[src/rtl/ic_pkg.sv]
package ic_pkg;

    localparam int IC_MAX_N       = 1024;
    localparam int IC_VALUE_WIDTH = 32;
    localparam int INV_W          = 19;
    localparam int ECNT_W         = 11;

    typedef struct packed {
        logic valid;
        logic last;
        logic drop;
        logic ovf;
    } t_tok_ctl;

endpackage

[src/rtl/ic_acc.sv]
module ic_acc #(
    parameter int CW = 10,
    parameter int EW = 11
) (
    input  logic                        i_clk,
    input  logic                        i_rst_n,
    input  logic                        i_adv,
    input  ic_pkg::t_tok_ctl            i_ctl,
    input  logic [CW-1:0]               i_cnt,
    input  logic [EW-1:0]               i_ecnt,
    output logic                        o_valid,
    output logic [ic_pkg::INV_W-1:0]    o_inv,
    output logic [ic_pkg::ECNT_W-1:0]   o_ecnt,
    output logic                        o_ovf
);
    import ic_pkg::*;

    logic [INV_W-1:0]  r_total;
    logic [INV_W:0]    n_sum;
    logic [INV_W-1:0]  n_total;
    logic              r_valid;
    logic [INV_W-1:0]  r_inv;
    logic [ECNT_W-1:0] r_ecnt;
    logic              r_ovf;

    // saturate at the largest value the result field holds
    always_comb begin
        n_sum   = {1'b0, r_total} + (INV_W+1)'(i_cnt);
        n_total = n_sum[INV_W] ? {INV_W{1'b1}} : n_sum[INV_W-1:0];
    end

    always_ff @(posedge i_clk) begin
        if (!i_rst_n) begin
            r_total <= '0;
            r_valid <= 1'b0;
        end else if (i_adv) begin
            r_valid <= i_ctl.valid && i_ctl.last;
            if (i_ctl.valid) begin
                r_total <= i_ctl.last ? '0 : n_total;
            end
        end
    end

    always_ff @(posedge i_clk) begin
        if (i_adv && i_ctl.valid && i_ctl.last) begin
            r_inv  <= n_total;
            r_ecnt <= ECNT_W'(i_ecnt);
            r_ovf  <= i_ctl.ovf;
        end
    end

    assign o_valid = r_valid;
    assign o_inv   = r_inv;
    assign o_ecnt  = r_ecnt;
    assign o_ovf   = r_ovf;

endmodule

[config.mk]
export PLATFORM = sky130hd
export DESIGN_NAME = ic_acc
export DESIGN_NICKNAME = d
export VERILOG_FILES = /design/src/rtl/ic_pkg.sv /design/src/rtl/ic_acc.sv
export SDC_FILE = /design/constraint.sdc
export NUM_CORES = 1
export LEC_CHECK = 0
export ABC_AREA = 1
export BUFFER_PORTS_ARGS = -buffer_cell sky130_fd_sc_hd__buf_2
export CAP_MARGIN = 20
export CORE_MARGIN = 4
export CORE_UTILIZATION = 30
export DETAILED_ROUTE_END_ITERATION = 10
export MAX_ROUTING_LAYER = met4
export SLEW_MARGIN = 20
export SYNTH_ARGS = -nofsm -noshare
export SYNTH_HDL_FRONTEND = slang
export SYNTH_SLANG_ARGS = --single-unit
[constraint.sdc]
create_clock -name i_clk -period 3.1 [get_ports i_clk]
set_input_delay 0.31 -clock i_clk [delete_from_list [all_inputs] [get_ports i_clk]]
set_output_delay 0.31 -clock i_clk [all_outputs]
set_load 0.02 [all_outputs]
# Word-level counts from Yosys, hierarchy flattened
# Cells that the tools add are included.
# totals
regBits	51
input_bits	28
out_inout_bits	32
# classes
addsub	1
mux	2
n_reduce_logical	4
# op_table
op	count
2-to-1 mux 19 bit	2
adder 19 x 10 -> 20 bit	1
logical AND 1 bit	3
AND reduction 2 bit	1

# Longest topological paths before layout
# Gate-level depths: netlist of the first run.
# depth
ltp_word	3
depth_mapped	12
ltp_nobuf	12

# Least setup slack after synthesis of the first run
# OpenSTA, ideal clock, no wires.
# synth_path
path_kind	input -> register
from	in i_ctl[3] (netlist name)
to	reg r_ecnt[0], in the netlist o_ecnt[0] (enable)
setup_time_ns	0.421
t_arrival_ns	1.934
t_required_ns	2.679
path_slack_ns	0.745
path_stages	3
path_cell_list	nand2_1 > clkbuf_1 > nor2_1
# synth_between
elab_chain_cells	2
# synth_rtl
item	line	rtl
from (decl)	ic_acc.sv:8	input ic_pkg::t_tok_ctl i_ctl,
logical AND 1 bit (2 in a row)	ic_acc.sv:45	if (i_adv && i_ctl.valid && i_ctl.last) begin
to (signal assigned)	ic_acc.sv:47	r_ecnt <= ECNT_W'(i_ecnt);
to (decl)	ic_acc.sv:23	logic [ECNT_W-1:0] r_ecnt;
# Every way passes these cells.
# A chain may end at the register's enable or synchronous reset.

# Worst setup path in the final report of the first run
# layout_path
from	reg r_total[6]
to	reg r_inv[6], in the netlist o_inv[6], data pin
# layout_between
elab_chain_cells	2
# layout_rtl
item	line	rtl
from (decl)	ic_acc.sv:18	logic [INV_W-1:0] r_total;
from (signal assigned)	ic_acc.sv:39	r_total <= i_ctl.last ? '0 : n_total;
adder 19 x 10 -> 20 bit	ic_acc.sv:28	n_sum = {1'b0, r_total} + (INV_W+1)'(i_cnt);
2-to-1 mux 19 bit	ic_acc.sv:29	n_total = n_sum[INV_W] ? {INV_W{1'b1}} : n_sum[INV_W-1:0];
named net n_total[6]	ic_acc.sv:20	logic [INV_W-1:0] n_total;
to (signal assigned)	ic_acc.sv:46	r_inv <= n_total;
to (decl)	ic_acc.sv:22	logic [INV_W-1:0] r_inv;
# The timed path passes the listed nets, and every way through them passes these cells.

==> out/summary.txt, run 1 <==
Layer with the highest usage -> met2
Number of diodes -> 0
DRC -> 0
Main area contributors after synthesis -> edfxtp_1, dfxtp_1, nand2_1
Met3 Resource Use GR -> 2.686%
Most frequently used flop master after synthesis -> edfxtp_1
CTS tree -> done
Crit path launch -> r_total[6]
Kind of cell adding the most delay to the critical path -> simple AND/OR/NAND/NOR gates
Post-CTS Setup Repair Bufs -> 0
Crit path cell chain -> ha_1 -> nand2_1 -> inv_1 -> a21oi_1 -> nand2_2 -> nand2_2 -> nand2_4 -> nand2_4 -> nand3_1
Synth cell count leaders -> nand2_1, inv_1, edfxtp_1
CP Class -> reg -> reg
DRT Wirelength -> 5.608 mm
Mapped Cells -> 298
Multi-input gate area -> 0.001111 mm^2
Final net count -> 399
Worst-path clk slew -> 100 ps
RSZ-0062 raised after global routing -> no
Die area -> 0.01024 mm^2
Routed Antenna Nets -> 0
Number of vias per cell -> 4.526
Clock skew -> 8.362 ps
Pre-CTS WS -> 1016 ps
# hold bufs at CTS -> 0
Worst path slowest cell -> ha_1
Period utilization -> 63.24%
CP Launch Type -> register
FFs w/ async S/R, synth -> 0%
Per-cell routed wire length -> 12.03 um
Critical Path AT -> 1990 ps
Vias in the first global route -> 2,048
Fillers -> 864
Max cap viols -> 0
Crit-path max cell delay -> 330 ps
Finish-stage setup viols -> 0
HP Class -> in -> reg
Met2 GRT Util -> 19.72%
WP buf/inv -> 1
Remaining global-route overflow -> 0
Synth Net Count -> 337
Layout Cells excl Fill -> 466
Tmin final -> 1960 ps
# IOs -> 60
Pin count of the biggest net entering global routing -> 25
VDD IR max -> 0.0001693 V
Area leader, netlist -> edfxtp_1
CTS Buffer Depth -> 2
Final Max Slew Viols -> 0
Root buffer cell -> clkbuf_8
Layout cells sized above 1 -> 27.15%
Most frequent cell after synthesis -> nand2_1
First-pass GRT wire length -> 9.177 mm
Required time of the worst setup path -> 3130 ps
Area Overhead vs Synth -> 21.71%
Status -> finished clean
Fmax -> 510.1 MHz
Vias post-DR -> 2,109
FF+latch count, synth -> 51
Register Area -> 0.001331 mm^2
Placed insts -> 458
H-Tree Depth -> 2
Clk sink count -> 51
Mean Syn Cell Area -> 8.742 um^2
P_leak -> 1.435 nW
Die width -> 101.2 um
Number of DRC markers in iteration 0 -> 65
Pwr Density -> 460.0 mW/mm^2
Final GP Congestion -> 0.8705
Reg2reg start -> r_total[6]
Core area -> 0.008341 mm^2
Total power -> 1.458 mW
Post-route setup TNS -> 0 ps
Slew headroom -> 44.57%
Register area share after synthesis -> 51.10%
Hold Startpoint -> i_ecnt[10]
YS warnings -> 0
Cts bufs inserted -> 5
Buffers on Ports -> 58
Row cnt -> 33
Synth unique cells -> 31
Post-Syn Area -> 0.002605 mm^2
Final core occ -> 38.01%
Initial antenna violation count -> 0
Post-cts repair resize count -> 0
Hpwl dp -> 4.166 mm
Setup slack after layout -> 1140 ps
Die Span Y -> 101.2 um
Slew @ Worst Pin -> 829.5 ps
EDFF count, synth -> 31
Drt pass-1 iters -> 4
Top cell type's share of synthesized area -> 35.73%
Final hold vios -> 0
Setup crit end kind -> register
Initial core utilization -> 31.23%
M1 GR Usage -> 13.37%
Worst-path maximum fanout -> 18
Gr usage total -> 11.58%
Skew-Pair Late Insertion Delay -> 310 ps
cells by family after synthesis:
group,count (synthesis),synth area share (%)
XOR/XNOR,6,2.017
flip-flops,51,51.10
adder cells (fa/ha/maj),11,5.572
buffers and inverters,43,6.532
AND/OR/NAND/NOR,158,28.87
AO/OA/AOI/OAI,29,5.908
metrics by stage:
stage	area [um^2]	hold slack, ps
after CTS	3171	154.3
after global routing	3171	148.4
after floorplan	2605	408.9
after detailed placement	3034	465.6
final	3171	167.1
after global placement	3034	455.8
report_power, final:
group	internal [mW]	leakage, nW	switching (mW)
sequential	0.742	0.441	0.00587
combinational	0.0578	0.930	0.103
clock	0.322	0.0644	0.228
layout by cell type (no fill, tap or decap), types with 2 or more instances in the layout:
cell type	count
nor2_1	13
inv_2	4
edfxtp_1	31
inv_1	33
nand3_2	3
dfxtp_1	20
a21oi_1	25
nand2_4	4
nand2_1	89
clkbuf_8	5
nand3b_1	4
xor2_1	5
buf_2	58
bufinv_16	2
nand2_2	12
nand3_1	23
or2_2	2
nand4_1	2
ha_1	10
registers in the layout (all words and copies together), names as in the netlist:
| signal | flops |
|---|---|
| o_ecnt | 11 |
| o_inv | 19 |
| o_ovf | 1 |
| o_valid | 1 |
| r_total | 19 |
routing by layer:
layer | vias up | part of all wire [%]
met3 | 8 | 5.3
li1 | 1089 | -
met1 | 961 | 45
met2 | 51 | 49
met4 | 0 | 1.4
met5 | - | 0
cell type report:
type	count	area share (%)
clock inverter	3	2.131
inverter	38	4.499
multi-input combinational	204	35.04
clock buffer	5	2.170
tap	105	4.144
timing repair buffer	60	10.02
sequential	51	41.99
path summary, 6_finish.rpt:
path,endpoint,slack (ps),cells after the start
max,o_inv[6],1140,9
min,o_ecnt[10],170,1
max reg2reg,o_inv[6],1140,9
min reg2reg,r_total[6],470,2
Power figures use the tool's default switching activity.
==> run 2, diff against run 1 <==
==> constraint.sdc (replaced) <==
create_clock -name i_clk -period 1.6 [get_ports i_clk]
set_input_delay 0.16 -clock i_clk [delete_from_list [all_inputs] [get_ports i_clk]]
set_output_delay 0.16 -clock i_clk [all_outputs]
set_load 0.02 [all_outputs]
==> run 2 against run 1 <==
  * The flow now finishes with violations (setup timing)
  * Die area stayed put
  * Via count is 4.3% higher
  * Hold slack worse by 140 ps
  * Utilization is 4.5 points higher
  * Register-to-register slack worse by 1300 ps
  * Critical endpoint is now o_inv[10]
==> out/summary.txt, run 2 (same netlist as run 1, synthesis figures left out) <==
Buffers on Ports -> 58 (unchanged)
# IOs -> 60 (unchanged)
Number of vias per cell -> 4.506 (was 4.526)
RSZ-0062 raised after global routing -> yes (was no)
CTS Buffer Depth -> 2 (unchanged)
Gr usage total -> 12.44% (was 11.58%)
Die Span Y -> 101.2 um (unchanged)
H-Tree Depth -> 2 (unchanged)
Drt pass-1 iters -> 4 (unchanged)
DRC -> 0 (unchanged)
Min Hold Slack -> 24.45 ps (was 167.1 ps)
Vias in the first global route -> 2,190 (was 2,048)
Clk sink count -> 51 (unchanged)
Hold Startpoint -> i_ecnt[7] (was i_ecnt[10])
Die area -> 0.01024 mm^2 (unchanged)
Fillers -> 827 (was 864)
Per-cell routed wire length -> 12.47 um (was 12.03 um)
Most frequent cells in the layout -> nand2_1, buf_2, edfxtp_1 (was nand2_1, buf_2, inv_1)
Worst-path clk slew -> 100 ps (about the same)
Pre-CTS WS -> -224.8 ps (was 1016 ps)
Layout cells sized above 1 -> 43.34% (was 27.15%)
Final GP Congestion -> 0.8738 (was 0.8705)
Final hold vios -> 0 (unchanged)
Number of diodes -> 0 (unchanged)
VDD IR max -> 0.0002846 V (was 0.0001693 V)
Finish-stage setup viols -> 27 (was 0)
Clk pwr share -> 28.6% (was 37.7%)
CP Class -> reg -> reg (unchanged)
Met3 Resource Use GR -> 3.030% (was 2.686%)
Initial antenna violation count -> 0 (unchanged)
Critical Path AT -> 1770 ps (was 1990 ps)
Clock skew -> 4.922 ps (was 8.362 ps)
Vias post-DR -> 2,199 (was 2,109)
Cts bufs inserted -> 5 (unchanged)
Period utilization -> 107.5% (was 63.24%)
Die width -> 101.2 um (unchanged)
Placed insts -> 480 (was 458)
Tmin final -> 1720 ps (was 1960 ps)
Final net count -> 421 (was 399)
Layer with the highest usage -> met2 (unchanged)
Layout Cells excl Fill -> 488 (was 466)
Max cap viols -> 0 (unchanged)
Reg2reg start -> r_total[0] (was r_total[6])
Seq pwr share -> 55.9% (was 51.3%)
Core area -> 0.008341 mm^2 (unchanged)
CTS tree -> done (unchanged)
Net Sw Frac -> 26.29% (was 23.08%)
Number of DRC markers in iteration 0 -> 93 (was 65)
Initial core utilization -> 31.23% (unchanged)
Switch Pwr -> 683.5 uW (was 336.7 uW)
CP Launch Type -> register (unchanged)
Slew @ Worst Pin -> 267.6 ps (was 829.5 ps)
DRT Wirelength -> 6.084 mm (was 5.608 mm)
Internal power -> 1.916 mW (was 1.122 mW)
Post-CTS Setup Repair Bufs -> 0 (unchanged)
Fmax -> 581.5 MHz (was 510.1 MHz)
Pwr Density -> 732.6 mW/mm^2 (was 460.0 mW/mm^2)
Failing checks -> setup timing
FF-to-FF setup slack -> -120 ps (was 1140 ps)
Root buffer cell -> clkbuf_8 (unchanged)
P_leak -> 1.548 nW (was 1.435 nW)
Post-route setup TNS -> -1679 ps (was 0 ps)
Row cnt -> 33 (unchanged)
Worst-path maximum fanout -> 9 (was 18)
Status -> complete, but fails checks (was finished clean)
Pin count of the biggest net entering global routing -> 28 (was 25)
First-pass GRT wire length -> 9.922 mm (was 9.177 mm)
Skew-Pair Late Insertion Delay -> 300 ps (was 310 ps)
Required time of the worst setup path -> 1650 ps (was 3130 ps)
Hpwl dp -> 4.349 mm (was 4.166 mm)
HP Class -> in -> reg (unchanged)
Routed Antenna Nets -> 0 (unchanged)
Comb pwr share -> 15.4% (was 11.0%)
Remaining global-route overflow -> 0 (unchanged)
Setup crit end kind -> register (unchanged)
Final Max Slew Viols -> 0 (unchanged)
Final core occ -> 42.54% (was 38.01%)
Crit path launch -> r_total[0] (was r_total[6])
Commonest non-fill, non-tap cell in the layout -> nand2_1 (unchanged)
Setup slack after layout -> -119.7 ps (was 1140 ps)
Area Overhead vs Synth -> 36.22% (was 21.71%)
Slew headroom -> 82.03% (was 44.57%)
M1 GR Usage -> 14.53% (was 13.37%)
Met2 GRT Util -> 21.28% (was 19.72%)
run 2: cell types whose count changed in the layout (fill, tap and decap cells not counted), moves of 7 or more:
cell / change
ha_1: -9
buf_4: +22
nand2_2: +7
nand2_1: -8
dfxtp_1: -9
nand3_1: -7
ha_4: +9
dfxtp_2: +9
run 2: critical path, stage by stage, from the launching register on:
cell and delay, ps:
dfxtp_2 360, ha_4 130, inv_2 40, fa_2 360, inv_2 100, nand3_2 100, nand3_4 140, xor2_2 160
nand2_2 80
run 2: metrics by stage:
stage	power (mW)	cell area [um^2]
after floorplan	1.708	2728
after global placement	1.856	3311
after detailed placement	1.863	3311
after CTS	2.639	3478
after global routing	2.728	3548
final	2.600	3548
run 2: path summary, 6_finish.rpt:
| kind | endpoint | cells after the start |
|---|---|---|
| min reg2reg | r_total[0] | 2 |
| max | o_inv[10] | 8 |
| max reg2reg | o_inv[10] | 8 |
| min | o_ecnt[7] | 1 |
run 2: layout make-up:
cell class | instances | area (um^2) | area share [%]
clock inverters | 3 | 20.02 | 0.5642
well taps | 105 | 131.4 | 3.702
flip-flops and latches | 51 | 1343 | 37.84
repair buffers | 82 | 483.0 | 13.61
multi-input cells | 204 | 1360 | 38.33
inverters | 38 | 142.6 | 4.020
clock buffers | 5 | 68.82 | 1.939
run 2: power groups by stage:
stage / Combinational [mW] / Sequential (mW) / Clock, mW
floorplan: 0.182 / 1.53 / 0
global placement: 0.373 / 1.48 / 0
detailed placement: 0.380 / 1.48 / 0
CTS: 0.398 / 1.45 / 0.787
global route: 0.443 / 1.46 / 0.826
finish: 0.400 / 1.45 / 0.745
run 2: layer usage:
metal / vias up / share of wire (%)
li1: 1134 / -
met2: 56 / 50
met3: 6 / 5.8
met4: 0 / 1.1
met1: 1003 / 43
met5: - / 0
run 2: timing repair:
item                                   4_1_cts  5_1_grt
setup endpoints to repair                   38       38
gates resized for setup                     14       19
pin swaps                                   11        3
endpoints found under the hold margin        0        0
hold buffers                                 0        0
