==> config.mk <==
export PLATFORM = sky130hd
export DESIGN_NAME = ic_cell
export DESIGN_NICKNAME = d
export VERILOG_FILES = /design/src/rtl/ic_pkg.sv /design/src/rtl/ic_cell.sv
export SDC_FILE = /design/constraint.sdc
export NUM_CORES = 1
export LEC_CHECK = 0
export ABC_AREA = 1
export BUFFER_PORTS_ARGS = -buffer_cell sky130_fd_sc_hd__buf_2
export CORE_ASPECT_RATIO = 0.5
export CORE_MARGIN = 2
export CORE_UTILIZATION = 50
export CTS_BUF_LIST = sky130_fd_sc_hd__clkbuf_8
export CTS_CLUSTER_DIAMETER = 150
export CTS_CLUSTER_SIZE = 12
export DETAILED_ROUTE_END_ITERATION = 8
export GPL_TIMING_DRIVEN = 1
export PLACE_DENSITY = 0.78
export SLEW_MARGIN = 0
export SYNTH_ARGS = -nofsm -noshare
export SYNTH_HDL_FRONTEND = slang
export SYNTH_SLANG_ARGS = --single-unit
==> constraint.sdc <==
create_clock -name i_clk -period 3.8 [get_ports i_clk]
set_clock_uncertainty 0.15 [all_clocks]
set_input_delay 0.19 -clock i_clk [delete_from_list [all_inputs] [get_ports i_clk]]
set_output_delay 0.19 -clock i_clk [all_outputs]
set_load 0.005 [all_outputs]
==> src/rtl/ic_pkg.sv <==
package ic_pkg;

    localparam int IC_MAX_N       = 1024;
    localparam int IC_VALUE_WIDTH = 32;
    localparam int INV_W          = 19;
    localparam int ECNT_W         = 11;

    typedef struct packed {
        logic valid;
        logic last;
        logic drop;
        logic ovf;
    } t_tok_ctl;

endpackage

==> src/rtl/ic_cell.sv <==
module ic_cell #(
    parameter int VALUE_WIDTH = ic_pkg::IC_VALUE_WIDTH,
    parameter int CW          = 10,
    parameter int EW          = 11
) (
    input  logic                          i_clk,
    input  logic                          i_rst_n,
    input  logic                          i_adv,
    input  ic_pkg::t_tok_ctl              i_ctl,
    input  logic signed [VALUE_WIDTH-1:0] i_value,
    input  logic [CW-1:0]                 i_cnt,
    input  logic [EW-1:0]                 i_ecnt,
    output ic_pkg::t_tok_ctl              o_ctl,
    output logic signed [VALUE_WIDTH-1:0] o_value,
    output logic [CW-1:0]                 o_cnt,
    output logic [EW-1:0]                 o_ecnt
);
    import ic_pkg::*;

    logic                          r_full;
    logic                          n_full;
    logic signed [VALUE_WIDTH-1:0] r_stored;
    logic                          n_wr;
    logic [CW-1:0]                 n_cnt;
    t_tok_ctl                      r_ctl;
    t_tok_ctl                      n_ctl;
    logic signed [VALUE_WIDTH-1:0] r_value;
    logic [CW-1:0]                 r_cnt;
    logic [EW-1:0]                 r_ecnt;

    always_comb begin
        n_full = r_full;
        n_wr   = 1'b0;
        n_cnt  = i_cnt;
        n_ctl  = i_ctl;
        if (i_ctl.valid) begin
            if (r_full) begin
                if (!i_ctl.drop && (r_stored > i_value)) begin
                    n_cnt = i_cnt + CW'(1);
                end
                if (i_ctl.last) begin
                    n_full = 1'b0;
                end
            end else if (!i_ctl.drop && !i_ctl.last) begin
                n_full     = 1'b1;
                n_wr       = 1'b1;
                // settled word passes on without storing again
                n_ctl.drop = 1'b1;
            end
        end
    end

    always_ff @(posedge i_clk) begin
        if (!i_rst_n) begin
            r_full <= 1'b0;
            r_ctl  <= '0;
        end else if (i_adv) begin
            r_full <= n_full;
            r_ctl  <= n_ctl;
        end
    end

    always_ff @(posedge i_clk) begin
        if (i_adv) begin
            if (n_wr) begin
                r_stored <= i_value;
            end
            r_value <= i_value;
            r_cnt   <= n_cnt;
            r_ecnt  <= i_ecnt;
        end
    end

    assign o_ctl   = r_ctl;
    assign o_value = r_value;
    assign o_cnt   = r_cnt;
    assign o_ecnt  = r_ecnt;

endmodule

-- Yosys cells after proc, flatten, opt, wreduce, memory -nomap -nowiden
Index checks and enable logic that the tools add are counted.
- div/mod/pow operators: 0
- $add $sub $neg: 1
- equal/unequal tests: 0
- bitwise operators: 0
- muxes and demuxes: 11
- $mul: 0
- reductions and logical operators: 6
- magnitude comparators: 1
- shifts and indexed selects: 0
- operator list (kind ; count):
    greater-than comparator 32 bit ; 1
    two-way mux 10 bit ; 3
    adder 10 x 1 -> 10 bit (second input constant) ; 1
    two-way mux 1 bit ; 8
    AND reduction 2 bit ; 2
    logical AND 1 bit ; 2
    zero test 1 bit ; 2
- memories kept: 0
- bits in latches: 0
- flip-flop bits (word level): 90
- RAM bits: 0
- memory bits (read-only): 0
- output and inout bits: 57
- input port bits: 60

-- Longest topological paths before layout
Gate-level depths: netlist (run 1).
- depth in word-level cells: 6
- gate-level depth with buffers: 19
- gate-level depth less buffers: 19

-- Worst setup path before layout (run 1)
No wires, ideal clock.
- kind: input -> register
- start point: input i_ctl[3] in the netlist's numbering
- end point: register r_stored[0] (enable)
- buffers on the path: 0
- data required time: 3.189 ns
- data arrival time: 2.583 ns
- stages on the path: 4
- setup time: 0.461 ns
- path slack: 0.606 ns
- cells stage by stage: nand2_1 -> inv_1 -> nand2_1 -> nor3_1
- cells in the longest elaborated chain, start to end: 2
- ends and longest elaborated chain (element ; line ; RTL):
    start, declared ; ic_cell.sv:9 ; input ic_pkg::t_tok_ctl i_ctl,
    two-way mux 1 bit ; ic_cell.sv:36 ; if (i_ctl.valid) begin
    AND reduction 2 bit (no line) ; n/a ;
    end signal, assigned ; ic_cell.sv:66 ; r_stored <= i_value;
    end, declared ; ic_cell.sv:22 ; logic signed [VALUE_WIDTH-1:0] r_stored;
No other way between the ends.
A chain may end at the register's enable or synchronous reset.

-- Final worst setup path (run 1)
- start point: input i_value[13]
- end point: register r_cnt[8], in the netlist o_cnt[8] (data pin)
- cells in the longest elaborated chain, start to end: 5
- ends and longest elaborated chain (element ; line ; RTL):
    start, declared ; ic_cell.sv:10 ; input logic signed [VALUE_WIDTH-1:0] i_value,
    greater-than comparator 32 bit ; ic_cell.sv:38 ; if (!i_ctl.drop && (r_stored > i_value)) begin
    logical AND 1 bit ; ic_cell.sv:38 ;
    two-way mux 10 bit ; ic_cell.sv:38 ;
    two-way mux 10 bit ; ic_cell.sv:37 ; if (r_full) begin
    two-way mux 10 bit ; ic_cell.sv:36 ;
    via n_cnt[8] ; ic_cell.sv:24 ; logic [CW-1:0] n_cnt;
    end signal, assigned ; ic_cell.sv:69 ; r_cnt <= n_cnt;
    end, declared ; ic_cell.sv:28 ; logic [CW-1:0] r_cnt;
The timed path passes the listed nets, and every way through them passes these cells.

==> impl_metrics.csv, run 1 <==
group,metric,value,unit
status,status,"finished, final reports clean",
hold_path,min_from,"i_cnt[4]",
worst_setup_path,cp.required,3.78,ns
synth,synth_nets,394,
sta,clock.fmax,405,MHz
sta,worst_slew_pin_slew,0.729,ns
global_route,grt_start_max_net_pins,60,
run,cap_violations,0,
worst_setup_path,worstSetupStartpointType,"input port",
sta,slew_headroom,51.4,%
synth,synth_edf_count,85,
global_route,grt_pass1_wl,12.3,mm
clocking,clk_pin_slew,0.09,ns
floorplanning,core_area,0.00743,mm²
clocking,cts_tree,"done",
worst_setup_path,cp-end-kind,"register",
place,hpwl,5.14,mm
drt,wirelength,7.83,mm
synth,syn_area_per_cell,13.0,µm²
synth,syn_inst,301,
sta,min_period_over_period,64.9,%
floorplanning,rows,22,
power_and_ir_drop,powerDensity,377,mW/mm²
place,numPortBuffers,116,
synth,synth_ff_type,"edfxtp_1",
drt,drt_iter0_drc,161,
power_and_ir_drop,leakagePower,0.00246,µW
sta,final-hold-violation-count,0,
synth,yosys.area.top_type,"edfxtp_1",
global_route,grtUsageTotal,19.2,%
clocking,postCtsSetupBuffers,0,
sta,setup_viol,0,
synth,synthTopCellsByArea,"edfxtp_1 (65%), ha_1 (11%), inv_1 (5.0%)",
place,gp_congestion,0.757,
drt,vias_per_cell,4.66,
cells_and_area,fillers,534,
synth,synth_most_common_cell,"edfxtp_1",
worst_setup_path,critPathMaxFanout,5,
floorplanning,die_width,129,µm
synth,seq_area_frac_synth,68.0,%
worst_setup_path,crit_type,"in2reg",
floorplanning,ios,117,
clocking,worstSkewPairLatency,0.36,ns
clocking,cts_root_buf,"clkbuf_8",
global_route,first_global_vias,2736,
sta,hold_ws,0.0224,ns
cells_and_area,insertedDiodeCount,0,
drt,vias,2733,
drt,drc,0,
sta,min_period,2.47,ns
clocking,htree_levels,3,
synth,syn-cell-area,0.00390,mm²
worst_setup_path,crit_start,"i_value[13]",
floorplanning,die_h,66.4,µm
clocking,clock-sinks,90,
synth,synth-seq-cells,90,
cells_and_area,fin_nets,579,
synth,yosysWarnings,0,
synth,synthDistinctLibCells,25,
hold_path,hold_path_class,"in2reg",
sta,rsz0062_at_grt,"no",
global_route,overflow,0,
sta,tns,0,ns
global_route,antenna_found_initial,0,
clocking,cts-buffers-inserted,9,
synth,synth.top_cell.area_share,65.5,%
floorplanning,start_util,52.5,%
cells_and_area,layout-drive-gt1-share,29.7,%
drt,drt-pass1-iter-count,4,
drt,antenna_left,0,
power_and_ir_drop,vdd_drop_max,0.281,mV
drt,wl_per_cell,13.3,µm
sta,slew_violations,0,
synth,async_flop_share,0,%
worst_setup_path,worst_r2r_startpoint,"r_stored[13]$_DFFE_PP_",
cells_and_area,area_growth,37.8,%
clocking,cts.path.max_buffers,2,
floorplanning,die-area,0.00856,mm²
synth,synthTopCellsByCount,"edfxtp_1 (85), inv_1 (52), nand2_1 (49)",
worst_setup_path,cp.arrival,2.45,ns
-- where the power goes --
group / internal [µW] / leakage (µW) / switching (µW)
Sequential: 1140 / 0.000851 / 14.0
Combinational: 121 / 0.00151 / 114
Clock: 302 / 0.000101 / 331
Total: 1570 / 0.00246 / 460
-- cells in the final DEF (no fill, tap or decap) --
master         instances
dfxtp_1                5
buf_4                  2
ha_1                  33
nand3_2                1
nor2_4                 1
clkinv_4               3
o21a_1                 2
dlygate4sd3_1         56
xnor2_1                5
clkinv_1               1
nor2_1                18
xor2_1                 2
nand4_2                1
edfxtp_1              85
a221oi_1               1
nor3_2                 1
nand2_1               49
inv_1                 52
nand3_1               11
a21o_1                 1
nand2_2                2
o21ai_0                4
buf_2                116
nand3_4                1
a211oi_1               1
a21oi_1               15
nor2_2                 4
nand4_1                3
nor4_1                 1
clkinv_2               2
bufinv_16              1
clkbuf_8               9
a21oi_2                2
-- layer usage --
metal  up-vias  wire length [µm]  global-route usage, %
met1      1256              3300                   21.6
met3        12               334                   5.26
met2        60              4070                   35.6
li1       1405                 -                      -
met4         0               127                   7.07
met5         -                 0                      0
-- cells by family (layout without fill, tap and decap cells) --
family          count (synthesis)  count (layout)  share of synthesized area [%]
compound gates                 26              26                           3.88
xor+xnor                        7               7                           1.57
fa+ha+maj                      33              33                           10.6
buf+inv                        52             242                           5.01
flops                          90              90                           68.0
simple gates                   93              93                           10.9
-- through the flow --
step	worst slack (ns)	power [µW]	area, µm²	util, %	instances
after floorplan	0.606	1250	3900	-	301
after global placement	1.57	1360	4620	62.2	515
after detailed placement	1.52	1370	4620	62.2	515
after CTS	1.40	2050	5370	72.3	587
after global routing	1.22	2110	5370	72.3	587
final	1.33	2030	5370	72.3	587
-- worst max-delay path, stage by stage --
cell	delay, ns
dlygate4sd3_1	0.53
buf_2	0.13
inv_1	0.05
ha_1	0.31
a21oi_1	0.14
o21ai_0	0.11
a21oi_1	0.19
nand2_1	0.10
nand2_2	0.08
nand2_1	0.08
nand2_1	0.14
nand3_4	0.12
nor2_1	0.10
nand3_1	0.07
nand2_1	0.07
inv_1	0.03
-- sequential cells by signal (all words and copies together), names as in the netlist --
register,count
o_ecnt,11
r_stored,32
r_full,1
o_ctl,4
o_cnt,10
o_value,32
-- repair_timing --
item                      in CTS  in global routing
resized for setup              0                  0
hold endpoints to repair      86                  0
hold buffers                  56                  0
-- path summary, 6_finish.rpt --
| path | to | slack, ns | depth (start not counted) |
|---|---|---|---|
| max | o_cnt[8]$_DFFE_PP_ | 1.33 | 16 |
| min | o_cnt[4]$_DFFE_PP_ | 0.02 | 2 |
| max reg2reg | o_cnt[8]$_DFFE_PP_ | 1.49 | 13 |
| min reg2reg | o_ctl[3]$_SDFFE_PN0P_ | 0.31 | 2 |
-- final cells by class --
class | count | area (µm²) | share of cell area (%)
Sequential cell | 90 | 2650 | 49.4
Timing Repair Buffer | 174 | 1160 | 21.5
Multi-Input combinational cell | 159 | 1060 | 19.7
Inverter | 52 | 195 | 3.63
Clock buffer | 9 | 124 | 2.31
Tap cell | 96 | 120 | 2.24
Clock inverter | 7 | 70.1 | 1.30
Power figures use the tool's default switching activity.
==> run 2: changes to the inputs <==
clock period = 2.53 ns   (was 3.8 ns; I/O delays follow)
==> run 2 against run 1 <==
Total power grew 48%. Combinational power grew 54%. Cell count grew 0.85%. Register-to-register slack lost 1.2 ns. Setup slack lost 1.1 ns. Die area is the same. Sequential share of layout area shrank 0.37 points. Largest power group unchanged.
==> impl_metrics.csv, run 2 (same netlist as run 1, synthesis figures left out) <==
group,metric,value,unit
power_and_ir_drop,switching_power,723,µW
sta,slew_headroom,50.7,%
global_route,grt_pass1_wl,12.2,mm
place,gp_congestion,0.811,
sta,setup_viol,0,
cells_and_area,fin_nets,584,
drt,vias,2779,
global_route,antenna_found_initial,0,
floorplanning,die_h,66.4,µm
sta,tns,0,ns
sta,final-hold-violation-count,0,
global_route,overflow,0,
drt,drt-pass1-iter-count,4,
clocking,cts.path.max_buffers,2,
clocking,clk_pin_slew,0.09,ns
power_and_ir_drop,leakagePower,0.00247,µW
sta,min_period_over_period,92.8,%
drt,wl_per_cell,13.1,µm
worst_setup_path,reg2reg_depth,12,
hold_path,hold_path_class,"in2reg",
cells_and_area,fillers,508,
worst_setup_path,cp-end-kind,"register",
clocking,clock-sinks,90,
sta,slew_violations,0,
drt,wirelength,7.78,mm
floorplanning,die-area,0.00856,mm²
status,status,"finished, final reports clean",
run,cap_violations,0,
floorplanning,start_util,52.5,%
sta,rsz0062_at_grt,"no",
clocking,postCtsSetupBuffers,0,
power_and_ir_drop,vdd_drop_max,0.376,mV
global_route,grt_start_max_net_pins,60,
cells_and_area,multi_input_area,0.00106,mm²
worst_setup_path,crit_type,"in2reg",
clocking,worstSkewPairLatency,0.37,ns
power_and_ir_drop,switching_share,24.2,%
drt,antenna_left,0,
floorplanning,core_area,0.00743,mm²
worst_setup_path,critPathMaxFanout,5,
sta,clock.fmax,426,MHz
clocking,htree_levels,3,
power_and_ir_drop,p_int,2270,µW
worst_setup_path,critPathCapture,"o_cnt[8]$_DFFE_PP_",
place,numPortBuffers,116,
power_and_ir_drop,powerDensity,553,mW/mm²
clocking,cts_tree,"done",
power_and_ir_drop,pwr-share-seq,58.0,%
sta,hold_ws,0.226,ns
clocking,cts_root_buf,"clkbuf_8",
cells_and_area,mostFrequentLayoutCells,"buf_2 (116), edfxtp_1 (85), dlygate4sd3_1 (61)",
worst_setup_path,crit_start,"i_value[5]",
floorplanning,rows,22,
drt,drt_iter0_drc,141,
cells_and_area,area_growth,38.9,%
worst_setup_path,cp.arrival,2.34,ns
place,hpwl,4.93,mm
floorplanning,ios,117,
cells_and_area,final_common_cell,"buf_2",
global_route,grtUsageTotal,19.1,%
sta,min_period,2.35,ns
clocking,postCtsResizedCells,0,
floorplanning,die_width,129,µm
power_and_ir_drop,clkPwrFrac,29.8,%
cells_and_area,insertedDiodeCount,0,
power_and_ir_drop,p_comb_share,12.1,%
drt,vias_per_cell,4.69,
worst_setup_path,worst_r2r_startpoint,"r_stored[31]$_DFFE_PP_",
global_route,first_global_vias,2710,
clocking,cts-buffers-inserted,9,
worst_setup_path,r2r_setup_slack,0.25,ns
cells_and_area,seqCellArea,0.00265,mm²
cells_and_area,final_core_util,72.8,%
worst_setup_path,cp.required,2.52,ns
worst_setup_path,worstSetupStartpointType,"input port",
worst_setup_path,r2r-end,"o_cnt[8]$_DFFE_PP_",
cells_and_area,layout-drive-gt1-share,29.6,%
sta,worst_slew_pin_slew,0.740,ns
clocking,hold_buffers,61,
drt,drc,0,
==> run 2: cell types whose count changed in the layout (fill, tap and decap cells not counted) <==
cell,previous run,this run
bufinv_16,1,0
clkinv_1,1,0
dlygate4sd3_1,56,61
inv_6,0,2
nor3_2,1,0
nor3_4,0,1
==> run 2: routing by layer <==
layer  GRT usage, %  wire length, µm  vias up
met5              0                0        -
met1           22.3             3360     1278
met4           8.97              184        0
li1               -                -     1412
met3           6.47              348       19
met2           32.3             3890       70
==> run 2: layout make-up <==
type,instances,share of cell area (%)
well taps,96,2.22
inverters,52,3.61
repair buffers,179,22.3
flip-flops and latches,90,49.0
clock inverters,7,0.994
clock buffers,9,2.29
multi-input cells,159,19.6
==> run 2: power groups by stage <==
stage               clock network, µW  logic [µW]  registers [µW]
floorplan                           0         101            1780
global placement                    0         281            1770
detailed placement                  0         287            1770
CTS                               919         362            1740
global route                      975         405            1740
finish                            893         363            1740
==> run 2: worst max-delay path: stages <==
cell and delay [ns]:
dlygate4sd3_1 0.54, buf_2 0.14, inv_1 0.05, ha_1 0.30, a21oi_1 0.15, nor2_1 0.05
nor2_1 0.09, nand2_1 0.06, nand2_1 0.05, nand2_1 0.09, nand2_2 0.08, nand2_1 0.07
nand2_1 0.14, nand3_4 0.12, nor2_1 0.10, nand3_1 0.07, nand2_1 0.07, inv_1 0.04
==> run 2: stage by stage <==
step	area [µm²]	total power (µW)	std cells	setup WS, ns
final	5410	2990	592	0.182
after global routing	5410	3130	592	0.0229
after CTS	5410	3020	592	0.238
after detailed placement	4630	2060	515	0.276
after global placement	4630	2050	515	0.318
after floorplan	3900	1880	301	0.351
==> run 2: how the worst min path moves through the flow <==
stage                          from             endpoint  slack [ns]  cells after the start
after floorplan           i_ecnt[0]  o_ecnt[0]$_DFFE_PP_        0.08                      0
after global placement    i_ecnt[0]  o_ecnt[0]$_DFFE_PP_        0.15                      1
after detailed placement  i_ecnt[4]  o_ecnt[4]$_DFFE_PP_        0.15                      1
after CTS                  i_ctl[1]   o_cnt[1]$_DFFE_PP_        0.20                      6
after global routing       i_ctl[1]   o_cnt[1]$_DFFE_PP_        0.25                      6
final                      i_ctl[1]   o_cnt[6]$_DFFE_PP_        0.23                      6
